File: src/cms_pkg.sv
`timescale 1ns / 1ps
// ----------------------------------------------------------------------------
// Content magic sniffer package
// Shared types, class codes and the leading signature tables.
// ----------------------------------------------------------------------------
package cms_pkg;

   localparam int SIG_COUNT  = 5;
   localparam int SIG_MAXLEN = 8;

   typedef logic [2:0] class_type;

   localparam class_type CLASS_TEXT    = 3'd0;
   localparam class_type CLASS_GIF     = 3'd1;
   localparam class_type CLASS_PNG     = 3'd2;
   localparam class_type CLASS_JPEG    = 3'd3;
   localparam class_type CLASS_UNKNOWN = 3'd4;

   // One input beat as it travels from the input register to the scanner.
   typedef struct packed {
      logic [7:0] data_byte;
      logic       final_byte;
   } beat_type;

   // Bit c set: control byte c counts as binary.
   localparam logic [31:0] BINARY_MASK = 32'hF7FF_C9FF;

   localparam logic [3:0] POS_MAX = 4'd15;

   localparam logic [SIG_COUNT-1:0] ALIVE_ALL = '1;

   typedef logic [7:0] sig_row_type [SIG_MAXLEN];

   // Signatures in priority order; unused tail bytes are never compared.
   localparam sig_row_type SIG_BYTES [SIG_COUNT] = '{
      '{8'h47, 8'h49, 8'h46, 8'h38, 8'h37, 8'h61, 8'h00, 8'h00},
      '{8'h47, 8'h49, 8'h46, 8'h38, 8'h39, 8'h61, 8'h00, 8'h00},
      '{8'h89, 8'h50, 8'h4E, 8'h47, 8'h0D, 8'h0A, 8'h1A, 8'h0A},
      '{8'hFF, 8'hDA, 8'hFF, 8'h00, 8'h00, 8'h00, 8'h00, 8'h00},
      '{8'hFF, 8'hD8, 8'hFF, 8'h00, 8'h00, 8'h00, 8'h00, 8'h00}
   };

   localparam logic [3:0] SIG_LEN [SIG_COUNT] = '{4'd6, 4'd6, 4'd8, 4'd3, 4'd3};

   localparam class_type SIG_CLASS [SIG_COUNT] =
      '{CLASS_GIF, CLASS_GIF, CLASS_PNG, CLASS_JPEG, CLASS_JPEG};

endpackage

File: src/cms_scan.sv
`timescale 1ns / 1ps
// ----------------------------------------------------------------------------
// Content magic sniffer scanner
// Holds the per-file state and works out the class of the current beat.
// ----------------------------------------------------------------------------
module cms_scan (
   input  logic               clock,
   input  logic               reset,
   input  logic               step,
   input  cms_pkg::beat_type  beat,
   output cms_pkg::class_type content_class
);
   import cms_pkg::*;

   logic [3:0]           position_ff, position_in;
   logic                 binary_ff, binary_in;
   logic [SIG_COUNT-1:0] alive_ff, alive_in;

   logic                 is_binary;
   logic                 binary_now;
   logic [SIG_COUNT-1:0] alive_now;
   logic [4:0]           count_now;

   assign is_binary  = (beat.data_byte[7:5] == 3'd0) && BINARY_MASK[beat.data_byte[4:0]];
   assign binary_now = binary_ff | is_binary;
   assign count_now  = {1'b0, position_ff} + 5'd1;

   always_comb begin
      alive_now = alive_ff;
      for (int i = 0; i < SIG_COUNT; i++) begin
         if ((position_ff < SIG_LEN[i]) &&
             (beat.data_byte != SIG_BYTES[i][position_ff[2:0]])) begin
            alive_now[i] = 1'b0;
         end
      end
   end

   // Text wins when no binary byte turned up; otherwise the first complete match.
   always_comb begin
      content_class = CLASS_UNKNOWN;
      if (!binary_now) begin
         content_class = CLASS_TEXT;
      end else begin
         for (int i = SIG_COUNT - 1; i >= 0; i--) begin
            if (alive_now[i] && (count_now >= {1'b0, SIG_LEN[i]})) begin
               content_class = SIG_CLASS[i];
            end
         end
      end
   end

   always_comb begin
      position_in = position_ff;
      binary_in   = binary_ff;
      alive_in    = alive_ff;
      if (step) begin
         if (beat.final_byte) begin
            position_in = 4'd0;
            binary_in   = 1'b0;
            alive_in    = ALIVE_ALL;
         end else begin
            position_in = (position_ff < POS_MAX) ? count_now[3:0] : position_ff;
            binary_in   = binary_now;
            alive_in    = alive_now;
         end
      end
   end

   always_ff @(posedge clock) begin
      if (reset) begin
         position_ff <= 4'd0;
         binary_ff   <= 1'b0;
         alive_ff    <= ALIVE_ALL;
      end else begin
         position_ff <= position_in;
         binary_ff   <= binary_in;
         alive_ff    <= alive_in;
      end
   end

endmodule

File: src/content_magic_sniffer.sv
`timescale 1ns / 1ps
// ----------------------------------------------------------------------------
// Content magic sniffer
// Classifies a file as text, GIF, PNG, JPEG or unknown binary from its bytes.
// ----------------------------------------------------------------------------
// The file streams in one byte per request beat, with req_final_byte marking
// the last byte; exactly one response beat follows each last byte and carries
// the class (0 text, 1 GIF, 2 PNG, 3 JPEG, 4 unknown binary). A file is text
// when none of its bytes is a binary control byte (0x00 to 0x1F other than
// tab, line feed, form feed, carriage return and escape); otherwise the first
// leading signature that matched in full decides, GIF87a, GIF89a, PNG, then
// the two JPEG forms. The block takes one byte per clock cycle unless a last
// byte waits behind a stalled response: each beat is captured in an input
// register, the scanner's fixed comparisons and table bit work on it
// combinationally, and the class lands in the response register as the last
// byte leaves the input register.
// Ordinary bytes keep flowing while a finished class waits to be taken; only
// a second last byte waits behind a stalled response.
// ----------------------------------------------------------------------------
module content_magic_sniffer (
   input  logic               clock,
   input  logic               reset,
   input  logic               req_valid,
   output logic               req_stall,
   input  logic [7:0]         req_data_byte,
   input  logic               req_final_byte,
   output logic               rsp_valid,
   input  logic               rsp_stall,
   output cms_pkg::class_type rsp_content_class
);
   import cms_pkg::*;

   // Input register: one beat waiting for the scanner.
   logic      in_valid_ff, in_valid_in;
   beat_type  in_beat_ff,  in_beat_in;

   // Response register.
   logic      rsp_valid_ff, rsp_valid_in;
   class_type rsp_class_ff, rsp_class_in;

   logic      out_free;
   logic      advance;
   class_type scan_class;

   // The response register can take a new class when empty or being drained.
   assign out_free = !rsp_valid_ff || !rsp_stall;

   // Non-final beats only touch the scanner state, so they never wait on the
   // response side; a final beat needs room for its class.
   assign advance   = in_valid_ff && (!in_beat_ff.final_byte || out_free);
   assign req_stall = in_valid_ff && !advance;

   always_comb begin
      in_valid_in = in_valid_ff;
      in_beat_in  = in_beat_ff;
      if (!req_stall) begin
         in_valid_in = req_valid;
         if (req_valid) begin
            in_beat_in.data_byte  = req_data_byte;
            in_beat_in.final_byte = req_final_byte;
         end
      end
   end

   cms_scan u_scan (
      .clock         (clock),
      .reset         (reset),
      .step          (advance),
      .beat          (in_beat_ff),
      .content_class (scan_class)
   );

   always_comb begin
      rsp_valid_in = rsp_valid_ff;
      rsp_class_in = rsp_class_ff;
      if (advance && in_beat_ff.final_byte) begin
         rsp_valid_in = 1'b1;
         rsp_class_in = scan_class;
      end else if (!rsp_stall) begin
         rsp_valid_in = 1'b0;
      end
   end

   always_ff @(posedge clock) begin
      if (reset) begin
         in_valid_ff  <= 1'b0;
         rsp_valid_ff <= 1'b0;
      end else begin
         in_valid_ff  <= in_valid_in;
         rsp_valid_ff <= rsp_valid_in;
      end
   end

   always_ff @(posedge clock) begin
      in_beat_ff   <= in_beat_in;
      rsp_class_ff <= rsp_class_in;
   end

   assign rsp_valid         = rsp_valid_ff;
   assign rsp_content_class = rsp_class_ff;

`ifndef SYNTHESIS
   // The request side only ever waits for a final beat behind a held class.
   a_stall_cause: assert property (@(posedge clock) disable iff (reset)
      req_stall |-> (in_valid_ff && in_beat_ff.final_byte && rsp_valid_ff && rsp_stall))
      else $error("request stalled without a held final beat");

   // Every final beat that leaves the input register yields a response.
   a_final_gives_rsp: assert property (@(posedge clock) disable iff (reset)
      (advance && in_beat_ff.final_byte) |=> rsp_valid_ff)
      else $error("final beat produced no response");

   // Only defined class codes are ever presented.
   a_class_range: assert property (@(posedge clock) disable iff (reset)
      rsp_valid_ff |-> (rsp_class_ff <= CLASS_UNKNOWN))
      else $error("response carries an undefined class code");
`endif

endmodule
File: config.mk
export PLATFORM = sky130hd
export DESIGN_NAME = content_magic_sniffer
export DESIGN_NICKNAME = d
export VERILOG_FILES = /design/src/cms_pkg.sv /design/src/cms_scan.sv /design/src/content_magic_sniffer.sv
export SDC_FILE = /design/constraint.sdc
export NUM_CORES = 1
export LEC_CHECK = 0
export BUFFER_PORTS_ARGS = -buffer_cell sky130_fd_sc_hd__buf_2
export CORE_MARGIN = 4
export CORE_UTILIZATION = 35
export DETAILED_ROUTE_END_ITERATION = 6
export GPL_TIMING_DRIVEN = 1
export SYNTH_ARGS = -nofsm -noshare
export SYNTH_HDL_FRONTEND = slang
export SYNTH_SLANG_ARGS = --single-unit
File: constraint.sdc
create_clock -name clock -period 2.6 [get_ports clock]
set_input_delay 0.26 -clock clock [delete_from_list [all_inputs] [get_ports clock]]
set_output_delay 0.26 -clock clock [all_outputs]
set_load 0.05 [all_outputs]
==> out/results.ini <==
[worst_setup_path]
cpMostUsedCell=ha_1
cp-end-kind=flip-flop
crit_chain=buf_4, ha_1, inv_1, ha_1, nor4_2, o221ai_1, a221oi_2, nor3_1, nor3b_1
slowest_stage=dfxtp_1
crit_type=flip-flop to flip-flop
worstSetupStartpointType=flip-flop
path_buf_inv=2
critical_path_arrival_ns=2.44
path_delay_family=simple AND/OR/NAND/NOR gates
crit_required_ns=2.63
path_max_fanout=15
max_stage_delay_ns=0.33

[synthesis]
synthSimpleGateAreaFrac_pct=22.01
synth-edff-count=12
yosysMostFrequentCell=nand2_1
syn_avg_cell_area_um2=9.066
synth_ff_type=dfxtp_1
synthMuxAreaShare_pct=3.609
synth_compound_area_share_pct=23.28
yosysWarnings=0
synth_top_family_by_area=compound AO/OA/AOI/OAI gates
synth-adder-area-share_pct=5.662
synth_area_um2=1768
synthXorXnorAreaFrac_pct=3.468
yosysTopAreaCell=edfxtp_1
synth_area_leaders=edfxtp_1 (20%), dfxtp_1 (15%), ha_1 (5.7%)
ys_seq_elements=25
synth.yosys.seq_area_share_pct=35.10
postSynthCellCount=195
syn_nets=216
ys_types=52
synth_commonest_cells=nand2_1 (16), inv_1 (15), dfxtp_1 (13)
synthArstFlopShare_pct=0
synth.top_cell.area_share_pct=20.38

[place]
portBuffers=17
routabilityCongestion=0.8625
dp_hpwl_um=3095
place_area_um2=1917

[final_layout]
nets=234
final_util_pct=41.04
nFillCells=513
drive_gt1_share_pct=20.28
seq_area_um2=620.6
antenna_cells=0
stdcell_area_um2=1977
multi_input_area_um2=1039
syn2layout_area_growth_pct=11.82

[worst_hold_path]
hold_path.class=input port to flip-flop

[sta]
max_freq_ghz=0.4155
tns_ns=0
slew_headroom_pct=63.01
setup_viol=0
hold_viol=0
slew_viol_final=0
fin_crit_ns=2.407
worstMarginPinSlew_ns=0.5523
finClkSkew_ns=0.01497
holdWs_ns=0.1483
rsz0062_at_grt=false
finalCritPeriodShare_pct=92.56

[status]
outcome=completed

[die]
core_um2=4817
ios=18
initial_core_util_pct=36.70
die_w_um=79.07
dieArea_um2=6252
die_h_um=79.07
rows=25

[clock_tree]
postCtsHoldBufs=0
cts.sinks=25
clock_latency_ns=0.28
clkTransAtPathRegs_ns=0.10
cts_tree=done
cts_buffers=3
cts_root_buffer=clkbuf_8
clk_path_buf_depth=2
cts_resized=0
htreeDepth=1
post_cts_buffers=0

[routing]
via_count=1503
vias_per_cell=5.387
drt-initial-drc-count=65
routedWlPerCell_um=14.22
drc=0
dr.pass1.iters=4
wl_um=3966
ant_nets=0

[power_and_ir_drop]
clkPwrFrac_pct=29.7
irDropWorstVdd_mv=0.3232
p_comb_share_pct=15.0
p_seq_share_pct=55.3
p_total_uw=819.9
p_int_uw=592.2
p_leak_nw=0.7174
switching_share_pct=27.77
power_switching_uw=227.7
powerDensity_nw_per_um2=414.7

[global_route]
grt_pass1_wl_um=6879
antenna_found_initial=0
first_global_vias=1477
overflow=0
grt_max_degree=20
grtUsageTotal_pct=13.64

[job]
cap_viol_max_count=0

## final timing paths
path / slack (ns) / from / cells past startpoint / to
worst min register to register: 0.50 / u_scan.alive_ff[2] / 2 / u_scan.alive_ff[2]
worst max register to register: 0.19 / u_scan.position_ff[0] / 9 / rsp_content_class[2]
worst max-delay path: 0.19 / u_scan.position_ff[0] / 9 / rsp_content_class[2]
worst min-delay path: 0.15 / req_final_byte / 1 / in_beat_ff[0]
## metal layers
metal / track usage [%] / routed length [µm] / vias up
met2: 22.73 / 1862 / 32
met3: 2.041 / 147 / 7
li1: - / - / 754
met1: 18.32 / 1895 / 710
met5: 0 / 0 / -
met4: 3.780 / 61 / 0
## cell families after synthesis
kind of cell / after synthesis
compound gates: 55
xor+xnor: 7
fa+ha+maj: 8
buf+inv: 25
flops: 25
mux: 5
simple gates: 70
## metrics by stage
step,instances,setup slack (ns)
floorplan,195,0.03514
global placement,275,0.1537
detailed placement,275,0.1209
CTS,279,0.1090
global route,279,0.01915
finish,279,0.1934
## flip-flops by register name (all words and copies together), names as in the netlist, named ones only
signal	cells
u_scan.position_ff	4
rsp_valid	1
u_scan.alive_ff	5
rsp_content_class	3
u_scan.binary_ff	1
in_beat_ff	9
in_valid_ff	1
## layout by cell type, fill, tap and decap left out, types with 4 or more instances in the layout
cell type	n
buf_2	17
or3_1	4
inv_1	15
o21ai_0	11
dfxtp_1	13
ha_1	7
buf_4	6
edfxtp_1	12
nand2_1	16
nor3_1	10
a21oi_1	12
xor2_1	4
nand3_1	4
nor2_1	12
## final cells by class
| cell class | count | area share [%] |
|---|---|---|
| Sequential cell | 25 | 31.39 |
| Multi-Input combinational cell | 145 | 52.53 |
| Timing Repair Buffer | 23 | 6.582 |
| Clock buffer | 3 | 2.089 |
| Inverter | 15 | 2.848 |
| Tap cell | 67 | 4.240 |
| Clock inverter | 1 | 0.3165 |
## power groups by stage
stage / registers, mW / logic [mW] / clock network, mW
global route: 0.457 / 0.137 / 0.273
floorplan: 0.457 / 0.0915 / 0
detailed placement: 0.462 / 0.122 / 0
global placement: 0.462 / 0.121 / 0
CTS: 0.453 / 0.122 / 0.255
finish: 0.453 / 0.123 / 0.243
(Power assumes the default switching activity.)
